$ cat src/design/sams_pkg.sv
package sams_pkg;

  localparam int unsigned POS_W   = 32;
  localparam int unsigned SPEED_W = 24;
  localparam int unsigned TIME_W  = 32;
  localparam int unsigned CFG_IDX_W  = 2;
  localparam int unsigned CFG_DATA_W = 32;

  localparam logic [CFG_IDX_W-1:0] CFG_SPEED_LIMIT = 2'd0;
  localparam logic [CFG_IDX_W-1:0] CFG_TIMEOUT     = 2'd1;

  localparam logic [SPEED_W-1:0] SPEED_LIMIT_RST = 24'd20000;
  localparam logic [TIME_W-1:0]  TIMEOUT_RST     = 32'd10000;

  typedef enum logic [2:0] {
    REQ_TICK        = 3'd0,
    REQ_MOVE_REL    = 3'd1,
    REQ_MOVE_ABS    = 3'd2,
    REQ_STOP        = 3'd3,
    REQ_ENABLE      = 3'd4,
    REQ_DISABLE     = 3'd5,
    REQ_CLEAR_FAULT = 3'd6
  } req_code_t;

  typedef enum logic [2:0] {
    RC_OK          = 3'd0,
    RC_INVALID     = 3'd1,
    RC_NOT_ENABLED = 3'd2,
    RC_FAULT       = 3'd3,
    RC_BUSY        = 3'd4
  } result_code_t;

  typedef enum logic [2:0] {
    ST_DISABLED = 3'd0,
    ST_IDLE     = 3'd1,
    ST_MOVING   = 3'd2,
    ST_STOPPING = 3'd3,
    ST_DONE     = 3'd4,
    ST_ERROR    = 3'd5
  } axis_state_t;

  typedef struct packed {
    logic [2:0]         req_type;
    logic [POS_W-1:0]   step_amount;
    logic [SPEED_W-1:0] speed;
    logic [TIME_W-1:0]  now_ms;
    logic [POS_W-1:0]   hw_step_count;
    logic               driver_busy;
  } item_t;

  typedef struct packed {
    result_code_t       result_code;
    axis_state_t        axis_state;
    logic [POS_W-1:0]   position;
    logic [POS_W-1:0]   target_position;
    logic               fault_flag;
    logic               err_timeout;
    logic               start_move;
    logic               move_ccw;
    logic [POS_W-1:0]   move_magnitude;
    logic [SPEED_W-1:0] move_speed;
    logic               stop_request;
    logic               driver_on;
  } result_t;

endpackage

$ cat src/design/sams_req_if.sv
interface sams_req_if;
  logic                               valid;
  logic                               ready;
  logic [2:0]                         req_type;
  logic signed [sams_pkg::POS_W-1:0]  step_amount;
  logic [sams_pkg::SPEED_W-1:0]       speed;
  logic [sams_pkg::TIME_W-1:0]        now_ms;
  logic [sams_pkg::POS_W-1:0]         hw_step_count;
  logic                               driver_busy;

  modport source (
    output valid, req_type, step_amount, speed, now_ms, hw_step_count, driver_busy,
    input  ready
  );
  modport sink (
    input  valid, req_type, step_amount, speed, now_ms, hw_step_count, driver_busy,
    output ready
  );
endinterface

$ cat src/design/sams_res_if.sv
interface sams_res_if;
  logic                               valid;
  logic                               ready;
  logic [2:0]                         result_code;
  logic [2:0]                         axis_state;
  logic signed [sams_pkg::POS_W-1:0]  position;
  logic signed [sams_pkg::POS_W-1:0]  target_position;
  logic                               fault_flag;
  logic                               err_timeout;
  logic                               start_move;
  logic                               move_ccw;
  logic [sams_pkg::POS_W-1:0]         move_magnitude;
  logic [sams_pkg::SPEED_W-1:0]       move_speed;
  logic                               stop_request;
  logic                               driver_on;

  modport source (
    output valid, result_code, axis_state, position, target_position, fault_flag,
           err_timeout, start_move, move_ccw, move_magnitude, move_speed,
           stop_request, driver_on,
    input  ready
  );
  modport sink (
    input  valid, result_code, axis_state, position, target_position, fault_flag,
           err_timeout, start_move, move_ccw, move_magnitude, move_speed,
           stop_request, driver_on,
    output ready
  );
endinterface

$ cat src/design/sams_cfg_if.sv
interface sams_cfg_if;
  logic                                valid;
  logic                                ready;
  logic [sams_pkg::CFG_IDX_W-1:0]      index;
  logic [sams_pkg::CFG_DATA_W-1:0]     data;

  modport source (output valid, index, data, input ready);
  modport sink   (input valid, index, data, output ready);
endinterface

$ cat src/design/sams_axis_core.sv
module sams_axis_core (
  input  logic                          clk,
  input  logic                          rst,
  input  logic                          step,
  input  sams_pkg::item_t               item,
  input  logic [sams_pkg::SPEED_W-1:0]  speed_limit,
  input  logic [sams_pkg::TIME_W-1:0]   timeout_limit,
  output sams_pkg::result_t             result
);

  sams_pkg::axis_state_t          mode_state, mode_state_next;
  logic                           enabled_flag, enabled_flag_next;
  logic                           fault_latch, fault_latch_next;
  logic                           error_record, error_record_next;
  logic [sams_pkg::POS_W-1:0]     cur_pos, cur_pos_next;
  logic [sams_pkg::POS_W-1:0]     tgt_pos, tgt_pos_next;
  logic [sams_pkg::POS_W-1:0]     start_pos, start_pos_next;
  logic [sams_pkg::POS_W-1:0]     start_hw_count, start_hw_count_next;
  logic                           dir_negative, dir_negative_next;
  logic [sams_pkg::SPEED_W-1:0]   saved_speed, saved_speed_next;
  logic [sams_pkg::TIME_W-1:0]    start_time, start_time_next;

  logic [sams_pkg::POS_W-1:0]     delta;
  logic [sams_pkg::POS_W-1:0]     tracked;
  logic [sams_pkg::POS_W-1:0]     steps;
  logic [sams_pkg::TIME_W-1:0]    elapsed;
  logic                           active;
  sams_pkg::result_code_t         rc;
  logic                           start;
  logic                           ccw;
  logic [sams_pkg::POS_W-1:0]     mag;
  logic                           stop;

  assign delta   = item.hw_step_count - start_hw_count;
  assign tracked = dir_negative ? (start_pos - delta) : (start_pos + delta);
  assign steps   = (item.req_type == sams_pkg::REQ_MOVE_REL) ? item.step_amount
                                                             : (item.step_amount - cur_pos);
  assign elapsed = item.now_ms - start_time;
  assign active  = (mode_state == sams_pkg::ST_MOVING) || (mode_state == sams_pkg::ST_STOPPING);

  always_comb begin
    mode_state_next     = mode_state;
    enabled_flag_next   = enabled_flag;
    fault_latch_next    = fault_latch;
    error_record_next   = error_record;
    cur_pos_next        = cur_pos;
    tgt_pos_next        = tgt_pos;
    start_pos_next      = start_pos;
    start_hw_count_next = start_hw_count;
    dir_negative_next   = dir_negative;
    saved_speed_next    = saved_speed;
    start_time_next     = start_time;
    rc    = sams_pkg::RC_OK;
    start = 1'b0;
    ccw   = 1'b0;
    mag   = '0;
    stop  = 1'b0;
    unique case (sams_pkg::req_code_t'(item.req_type))
      sams_pkg::REQ_TICK: begin
        if (active) begin
          cur_pos_next = tracked;
          if (mode_state == sams_pkg::ST_STOPPING) begin
            if (!item.driver_busy) mode_state_next = sams_pkg::ST_IDLE;
          end else if ((timeout_limit != '0) && (elapsed > timeout_limit)) begin
            stop              = 1'b1;
            fault_latch_next  = 1'b1;
            error_record_next = 1'b1;
            mode_state_next   = sams_pkg::ST_ERROR;
          end else if (!item.driver_busy) begin
            cur_pos_next    = tgt_pos;
            mode_state_next = sams_pkg::ST_DONE;
          end
        end
      end
      sams_pkg::REQ_MOVE_REL, sams_pkg::REQ_MOVE_ABS: begin
        if ((steps == '0) || (item.speed == '0) || (item.speed > speed_limit)) begin
          rc = sams_pkg::RC_INVALID;
        end else if (!enabled_flag) begin
          rc = sams_pkg::RC_NOT_ENABLED;
        end else if (fault_latch) begin
          rc = sams_pkg::RC_FAULT;
        end else if (active) begin
          rc = sams_pkg::RC_BUSY;
        end else begin
          ccw                 = !steps[sams_pkg::POS_W-1];
          mag                 = steps[sams_pkg::POS_W-1] ? ('0 - steps) : steps;
          dir_negative_next   = steps[sams_pkg::POS_W-1];
          start_pos_next      = cur_pos;
          start_hw_count_next = item.hw_step_count;
          tgt_pos_next        = cur_pos + steps;
          saved_speed_next    = item.speed;
          start_time_next     = item.now_ms;
          error_record_next   = 1'b0;
          start               = 1'b1;
          mode_state_next     = sams_pkg::ST_MOVING;
        end
      end
      sams_pkg::REQ_STOP: begin
        if (mode_state == sams_pkg::ST_MOVING) begin
          mode_state_next = sams_pkg::ST_STOPPING;
          stop            = 1'b1;
          cur_pos_next    = tracked;
        end
      end
      sams_pkg::REQ_ENABLE: begin
        if (fault_latch) begin
          rc = sams_pkg::RC_FAULT;
        end else begin
          enabled_flag_next = 1'b1;
          if (mode_state == sams_pkg::ST_DISABLED) mode_state_next = sams_pkg::ST_IDLE;
        end
      end
      sams_pkg::REQ_DISABLE: begin
        stop              = 1'b1;
        enabled_flag_next = 1'b0;
        mode_state_next   = sams_pkg::ST_DISABLED;
      end
      sams_pkg::REQ_CLEAR_FAULT: begin
        if (mode_state == sams_pkg::ST_ERROR) begin
          fault_latch_next  = 1'b0;
          error_record_next = 1'b0;
          mode_state_next   = enabled_flag ? sams_pkg::ST_IDLE : sams_pkg::ST_DISABLED;
        end
      end
      default: begin
      end
    endcase
  end

  always_comb begin
    result.result_code     = rc;
    result.axis_state      = mode_state_next;
    result.position        = cur_pos_next;
    result.target_position = tgt_pos_next;
    result.fault_flag      = fault_latch_next;
    result.err_timeout     = error_record_next;
    result.start_move      = start;
    result.move_ccw        = ccw;
    result.move_magnitude  = mag;
    result.move_speed      = saved_speed_next;
    result.stop_request    = stop;
    result.driver_on       = enabled_flag_next;
  end

  always_ff @(posedge clk) begin
    if (rst) begin
      mode_state     <= sams_pkg::ST_DISABLED;
      enabled_flag   <= 1'b0;
      fault_latch    <= 1'b0;
      error_record   <= 1'b0;
      cur_pos        <= '0;
      tgt_pos        <= '0;
      start_pos      <= '0;
      start_hw_count <= '0;
      dir_negative   <= 1'b0;
      saved_speed    <= '0;
      start_time     <= '0;
    end else if (step) begin
      mode_state     <= mode_state_next;
      enabled_flag   <= enabled_flag_next;
      fault_latch    <= fault_latch_next;
      error_record   <= error_record_next;
      cur_pos        <= cur_pos_next;
      tgt_pos        <= tgt_pos_next;
      start_pos      <= start_pos_next;
      start_hw_count <= start_hw_count_next;
      dir_negative   <= dir_negative_next;
      saved_speed    <= saved_speed_next;
      start_time     <= start_time_next;
    end
  end

  a_enable_matches_state: assert property (@(posedge clk) disable iff (rst)
    enabled_flag == (mode_state != sams_pkg::ST_DISABLED))
    else $error("enable flag disagrees with axis state");

  a_error_has_fault: assert property (@(posedge clk) disable iff (rst)
    (mode_state == sams_pkg::ST_ERROR) |-> fault_latch)
    else $error("error state without latched fault");

  a_start_enters_moving: assert property (@(posedge clk) disable iff (rst)
    (step && result.start_move) |=> (mode_state == sams_pkg::ST_MOVING))
    else $error("started move did not enter moving");

  a_start_magnitude: assert property (@(posedge clk) disable iff (rst)
    (step && result.start_move) |-> (result.move_magnitude != '0) && !fault_latch)
    else $error("move started with zero magnitude or latched fault");

endmodule

$ cat src/design/stepper_axis_move_supervisor.sv
// Single-axis open-loop stepper supervisor.
// req: one transaction per event (tick, relative or absolute move, stop, enable,
//   disable, clear fault). A tick carries the millisecond time, the driver's
//   executed-step counter and its busy flag.
// res: exactly one transaction per accepted event, in order, carrying the status,
//   tracked position, target and the start/stop/enable commands for the driver.
// cfg: register writes (index 0 speed limit, index 1 timeout_limit), always ready;
//   write only while no event is in flight.
// A result is offered once its event has passed through the input register and then
//   the result register.
// Throughput: one event per cycle while res is not stalled; every event's state update
//   is one pass of compares and 32-bit adds between the input and result registers.
// When res stalls, the input register still takes one event; ready on req then
//   drops until the result is taken.
// Reset: synchronous; the axis comes up disabled at position zero, no fault,
//   speed limit 20000 and timeout_limit 10000, with both channels empty.
module stepper_axis_move_supervisor (
  input  logic clk,
  input  logic rst,
  sams_req_if.sink   req,
  sams_res_if.source res,
  sams_cfg_if.sink   cfg
);

  logic [sams_pkg::SPEED_W-1:0] speed_limit;
  logic [sams_pkg::TIME_W-1:0]  timeout_limit;

  logic              inq_valid;
  sams_pkg::item_t   inq;
  logic              res_valid;
  sams_pkg::result_t res_data;
  sams_pkg::result_t core_res;
  logic              adv;
  logic              step;

  assign adv       = !res_valid || res.ready;
  assign step      = inq_valid && adv;
  assign req.ready = !inq_valid || adv;
  assign cfg.ready = 1'b1;

  always_ff @(posedge clk) begin
    if (rst) begin
      speed_limit   <= sams_pkg::SPEED_LIMIT_RST;
      timeout_limit <= sams_pkg::TIMEOUT_RST;
    end else if (cfg.valid && cfg.ready) begin
      unique case (cfg.index)
        sams_pkg::CFG_SPEED_LIMIT: speed_limit   <= cfg.data[sams_pkg::SPEED_W-1:0];
        sams_pkg::CFG_TIMEOUT:     timeout_limit <= cfg.data[sams_pkg::TIME_W-1:0];
        default: begin
        end
      endcase
    end
  end

  always_ff @(posedge clk) begin
    if (rst) begin
      inq_valid <= 1'b0;
    end else if (req.ready) begin
      inq_valid <= req.valid;
    end
  end

  always_ff @(posedge clk) begin
    if (req.valid && req.ready) begin
      inq.req_type      <= req.req_type;
      inq.step_amount   <= req.step_amount;
      inq.speed         <= req.speed;
      inq.now_ms        <= req.now_ms;
      inq.hw_step_count <= req.hw_step_count;
      inq.driver_busy   <= req.driver_busy;
    end
  end

  sams_axis_core u_core (
    .clk           (clk),
    .rst           (rst),
    .step          (step),
    .item          (inq),
    .speed_limit   (speed_limit),
    .timeout_limit (timeout_limit),
    .result        (core_res)
  );

  always_ff @(posedge clk) begin
    if (rst) begin
      res_valid <= 1'b0;
    end else if (adv) begin
      res_valid <= inq_valid;
    end
  end

  always_ff @(posedge clk) begin
    if (step) begin
      res_data <= core_res;
    end
  end

  assign res.valid           = res_valid;
  assign res.result_code     = res_data.result_code;
  assign res.axis_state      = res_data.axis_state;
  assign res.position        = res_data.position;
  assign res.target_position = res_data.target_position;
  assign res.fault_flag      = res_data.fault_flag;
  assign res.err_timeout     = res_data.err_timeout;
  assign res.start_move      = res_data.start_move;
  assign res.move_ccw        = res_data.move_ccw;
  assign res.move_magnitude  = res_data.move_magnitude;
  assign res.move_speed      = res_data.move_speed;
  assign res.stop_request    = res_data.stop_request;
  assign res.driver_on       = res_data.driver_on;

endmodule
$ cat src/flat_wrapper.sv
// flat-port wrapper written by rule: the top's interface ports become plain ports
module stepper_axis_move_supervisor_flat 
  (clk, rst, req_valid, req_req_type, req_step_amount, req_speed, req_now_ms, req_hw_step_count, req_driver_busy, req_ready, res_valid, res_result_code, res_axis_state, res_position, res_target_position, res_fault_flag, res_err_timeout, res_start_move, res_move_ccw, res_move_magnitude, res_move_speed, res_stop_request, res_driver_on, res_ready, cfg_valid, cfg_index, cfg_data, cfg_ready);
  sams_req_if req_i ();
  sams_res_if res_i ();
  sams_cfg_if cfg_i ();
  input  logic clk;
  input  logic rst;
  input wire logic [$bits(req_i.valid)-1:0] req_valid;
  input wire logic [$bits(req_i.req_type)-1:0] req_req_type;
  input wire logic [$bits(req_i.step_amount)-1:0] req_step_amount;
  input wire logic [$bits(req_i.speed)-1:0] req_speed;
  input wire logic [$bits(req_i.now_ms)-1:0] req_now_ms;
  input wire logic [$bits(req_i.hw_step_count)-1:0] req_hw_step_count;
  input wire logic [$bits(req_i.driver_busy)-1:0] req_driver_busy;
  output wire logic [$bits(req_i.ready)-1:0] req_ready;
  output wire logic [$bits(res_i.valid)-1:0] res_valid;
  output wire logic [$bits(res_i.result_code)-1:0] res_result_code;
  output wire logic [$bits(res_i.axis_state)-1:0] res_axis_state;
  output wire logic [$bits(res_i.position)-1:0] res_position;
  output wire logic [$bits(res_i.target_position)-1:0] res_target_position;
  output wire logic [$bits(res_i.fault_flag)-1:0] res_fault_flag;
  output wire logic [$bits(res_i.err_timeout)-1:0] res_err_timeout;
  output wire logic [$bits(res_i.start_move)-1:0] res_start_move;
  output wire logic [$bits(res_i.move_ccw)-1:0] res_move_ccw;
  output wire logic [$bits(res_i.move_magnitude)-1:0] res_move_magnitude;
  output wire logic [$bits(res_i.move_speed)-1:0] res_move_speed;
  output wire logic [$bits(res_i.stop_request)-1:0] res_stop_request;
  output wire logic [$bits(res_i.driver_on)-1:0] res_driver_on;
  input wire logic [$bits(res_i.ready)-1:0] res_ready;
  input wire logic [$bits(cfg_i.valid)-1:0] cfg_valid;
  input wire logic [$bits(cfg_i.index)-1:0] cfg_index;
  input wire logic [$bits(cfg_i.data)-1:0] cfg_data;
  output wire logic [$bits(cfg_i.ready)-1:0] cfg_ready;
  assign req_i.valid = req_valid;
  assign req_i.req_type = req_req_type;
  assign req_i.step_amount = req_step_amount;
  assign req_i.speed = req_speed;
  assign req_i.now_ms = req_now_ms;
  assign req_i.hw_step_count = req_hw_step_count;
  assign req_i.driver_busy = req_driver_busy;
  assign req_ready = req_i.ready;
  assign res_valid = res_i.valid;
  assign res_result_code = res_i.result_code;
  assign res_axis_state = res_i.axis_state;
  assign res_position = res_i.position;
  assign res_target_position = res_i.target_position;
  assign res_fault_flag = res_i.fault_flag;
  assign res_err_timeout = res_i.err_timeout;
  assign res_start_move = res_i.start_move;
  assign res_move_ccw = res_i.move_ccw;
  assign res_move_magnitude = res_i.move_magnitude;
  assign res_move_speed = res_i.move_speed;
  assign res_stop_request = res_i.stop_request;
  assign res_driver_on = res_i.driver_on;
  assign res_i.ready = res_ready;
  assign cfg_i.valid = cfg_valid;
  assign cfg_i.index = cfg_index;
  assign cfg_i.data = cfg_data;
  assign cfg_ready = cfg_i.ready;
  stepper_axis_move_supervisor u_core (.clk(clk), .rst(rst), .req(req_i), .res(res_i), .cfg(cfg_i));
endmodule
$ cat config.mk
export PLATFORM = sky130hd
export DESIGN_NAME = stepper_axis_move_supervisor_flat
export DESIGN_NICKNAME = d
export VERILOG_FILES = /design/src/design/sams_pkg.sv /design/src/design/sams_req_if.sv /design/src/design/sams_res_if.sv /design/src/design/sams_cfg_if.sv /design/src/design/sams_axis_core.sv /design/src/design/stepper_axis_move_supervisor.sv /design/src/flat_wrapper.sv
export SDC_FILE = /design/constraint.sdc
export NUM_CORES = 1
export LEC_CHECK = 0
export BUFFER_PORTS_ARGS = -buffer_cell sky130_fd_sc_hd__buf_4
export CAP_MARGIN = 20
export CORE_AREA = 2 2 270 272
export CTS_CLUSTER_DIAMETER = 200
export DETAILED_ROUTE_END_ITERATION = 10
export DIE_AREA = 0 0 272 274
export SLEW_MARGIN = 20
export SYNTH_ARGS = -nofsm -noshare
export SYNTH_HDL_FRONTEND = slang
export SYNTH_HIERARCHICAL = 1
export SYNTH_SLANG_ARGS = --single-unit
$ cat constraint.sdc
create_clock -name clk -period 6.6 [get_ports clk]
set_input_delay 0 -clock clk [delete_from_list [all_inputs] [get_ports clk]]
set_output_delay 0 -clock clk [all_outputs]
set_load 0.02 [all_outputs]
==> flow_summary.json <==
{
  "mostFrequentLayoutCells": "346 x buf_4, 339 x a21oi_1, 256 x edfxtp_1",
  "layout_commonest_cell": "buf_4",
  "power_leakage_nw": 15.0,
  "cts_tree": "done",
  "fin_nets": 4142,
  "synth_cell_type_count": 100,
  "preCtsSetupSlack_ns": 0.217,
  "synth-async-reset-ratio_pct": 0,
  "clkSinkCount": 505,
  "yosysTopAreaCellShare_pct": 24.1,
  "die_h_um": 274,
  "initial_core_util_pct": 44.3,
  "synth-edff-count": 256,
  "grt_max_degree": 176,
  "synthTopCellsByArea": "edfxtp_1 24%, dfxtp_1 16%, ha_1 8.4%, a21oi_1 5.3%, o31ai_1 3.8%",
  "achievable-frequency_mhz": 162,
  "hold_viol_final": 0,
  "synthFlopType": "edfxtp_1",
  "grtUsageMet2_pct": 42.1,
  "syn_area_per_cell_um2": 9.38,
  "cts-root-buf": "clkbuf_16",
  "setup_slack_ns": 0.435,
  "path_clk_slew_ns": 0.06,
  "drcViolationCount": 0,
  "vias": 27500,
  "fp-row-count": 99,
  "top_usage_layer": "met2",
  "power_w": 0.00836,
  "syn_to_final_growth_pct": 20.5,
  "ys_warn_count": 6,
  "finalCriticalPeriod_ns": 6.17,
  "die-area_um2": 74500,
  "multi_input_area_um2": 17500,
  "met3_usage_pct": 3.82,
  "syn-cell-area_um2": 31900,
  "overflow": 0,
  "ios": 298,
  "peakVddDrop_mv": 0.221,
  "placed_area_um2": 34800,
  "die_w_um": 272,
  "seqCellArea_um2": 12700,
  "drt_iter0_markers": 2218,
  "ys_seq_area_share_pct": 39.8,
  "end_kind": "flip-flop",
  "grt.met1_usage_pct": 36.5,
  "whs_ns": 0.0913,
  "routedWlPerCell_um": 21.2,
  "synthesis.nets": 3779,
  "core_um2": 72000,
  "fillers": 6565,
  "htreeDepth": 2,
  "min_period_over_period_pct": 93.4,
  "setup_viol": 0,
  "worstSetupPathType": "reg2reg",
  "clockBufferDepth": 3,
  "drive_above_1_share_pct": 14.4,
  "hpwl_um": 72300,
  "postRouteAntennaNets": 0,
  "grt_pass1_wl_um": 155000,
  "antenna_found_initial": 3,
  "grt_pass1_vias": 25800,
  "fin_worst_skew_ns": 0.0170,
  "cap_violations": 0,
  "outcome": "finished, final reports clean",
  "relSlewSlack_pct": 27.8,
  "cp-start-kind": "flip-flop",
  "totalWireLength_um": 101000,
  "gp_congestion": 0.955,
  "crit_path_max_fanout": 5,
  "cts_buffers": 58,
  "critPathArrivalTime_ns": 6.68,
  "via_per_inst": 5.76,
  "final_area_um2": 38400,
  "track_usage_pct": 26.4,
  "worst_pin_slew_ns": 1.08,
  "portBuffers": 296,
  "synth_cells": 3398,
  "dr.pass1.iters": 6,
  "crit_required_ns": 7.11,
  "insertion_delay_ns": 0.63,
  "power.density_nw_per_um2": 218,
  "synth_seq_cells": 505,
  "hold_class": "in2reg",
  "slew_violations": 0,
  "synth_area_leader_cell": "edfxtp_1"
}
==> flip-flops by register name, indices dropped and copies added, names as in the netlist, 3 cells and up <==
signal                        count
u_core/speed_limit               24
u_core/res.move_magnitude        32
u_core/u_core/tgt_pos            32
u_core/res.move_speed            24
u_core/res.position              32
u_core/timeout_limit             32
u_core/u_core/mode_state          3
u_core/inq                      124
u_core/u_core/start_pos          32
u_core/u_core/saved_speed        24
u_core/res.result_code            3
u_core/u_core/start_time         32
u_core/u_core/cur_pos            32
u_core/res.axis_state             3
u_core/res.target_position       32
u_core/u_core/start_hw_count     32
==> report_power, final <==
part	leakage [nW]	total, W	switching (W)	internal [W]
combinational	9.52	0.00164	0.000954	0.000682
sequential	4.50	0.00350	0.0000931	0.00341
clock	0.941	0.00323	0.00135	0.00188
==> final timing paths <==
check | from | to | slack (ns) | depth (start not counted)
worst max-delay path | u_core/inq[1] | u_core/u_core/cur_pos[30] | 0.43 | 26
worst min-delay path | req_now_ms[10] | u_core/inq[43] | 0.09 | 2
worst max register to register | u_core/inq[1] | u_core/u_core/cur_pos[30] | 0.43 | 26
worst min register to register | u_core/inq_valid | u_core/res.valid | 0.46 | 2
==> routing by layer <==
| metal | wire length [um] | vias to the layer above |
|---|---|---|
| met5 | 13 | - |
| met4 | 3590 | 2 |
| met3 | 5990 | 133 |
| met2 | 46300 | 869 |
| met1 | 45400 | 13100 |
| li1 | - | 13400 |
==> cell usage after synthesis, types with 24 or more instances <==
library cell    n
xor2_1         57
clkbuf_1      150
o21ai_0       144
edfxtp_1      256
and2_1         25
mux2_2         30
nand3_1        44
nor3_1         38
dfxtp_1       249
o21a_1         36
nor4_1         33
nor2b_1        32
ha_1          213
nor2_1        212
nand2b_1      100
a21o_1         93
a211oi_1       24
inv_1         217
o211ai_1       24
o31ai_1       160
nand2_1       148
xnor2_1       117
mux2_4         29
a21oi_1       339
mux2i_1        99
nand4_1       175
==> area by class of cell <==
type / count / area share (%)
clock buffers: 83 / 4.35
clock inverters: 25 / 0.619
multi-input cells: 2463 / 45.5
flip-flops and latches: 505 / 33.0
inverters: 219 / 2.16
diodes: 2 / 0.0130
well taps: 959 / 3.12
repair buffers: 514 / 11.3
==> kinds of logic after synthesis <==
group | synth area share, %
xor+xnor | 4.78
fa+ha+maj | 8.68
buf+inv | 5.66
simple gates | 15.0
other cells | 0.0118
compound gates | 20.5
mux | 5.54
flops | 39.8
==> critical path, cell delays in order (launching register included) <==
cell and delay (ns):
edfxtp_1 0.40, inv_1 0.08, ha_1 0.16, inv_1 0.06, fa_1 0.43, a211oi_2 0.25
o21ai_1 0.15, a21oi_2 0.19, o21ai_1 0.11, and4b_1 0.23, a311o_1 0.36, or3_4 0.44
nor3_4 0.20, nor2_1 0.08, xnor2_1 0.15, ha_1 0.33, and3_1 0.23, a311oi_1 0.28
o21ai_0 0.23, a211oi_2 0.29, nor2_1 0.12, a311oi_2 0.29, buf_4 0.17, nor2_1 0.04
o31a_1 0.27, a221o_1 0.31, o211a_1 0.20
==> timing repair <==
action	4_1_cts	5_1_grt
gates resized for setup	0	11
endpoints found under the setup margin	0	52
setup buffers	0	2
hold buffers	162	0
endpoints found under the hold margin	215	0
==> metrics by stage <==
stage	util [%]	setup TNS, ns	cells
after floorplan	-	0	3398
after global placement	48.4	0	4496
after detailed placement	48.4	0	4496
after CTS	53.3	0	4766
after global routing	53.4	-0.0486	4770
final	53.4	0	4770
(Power assumes the default switching activity.)
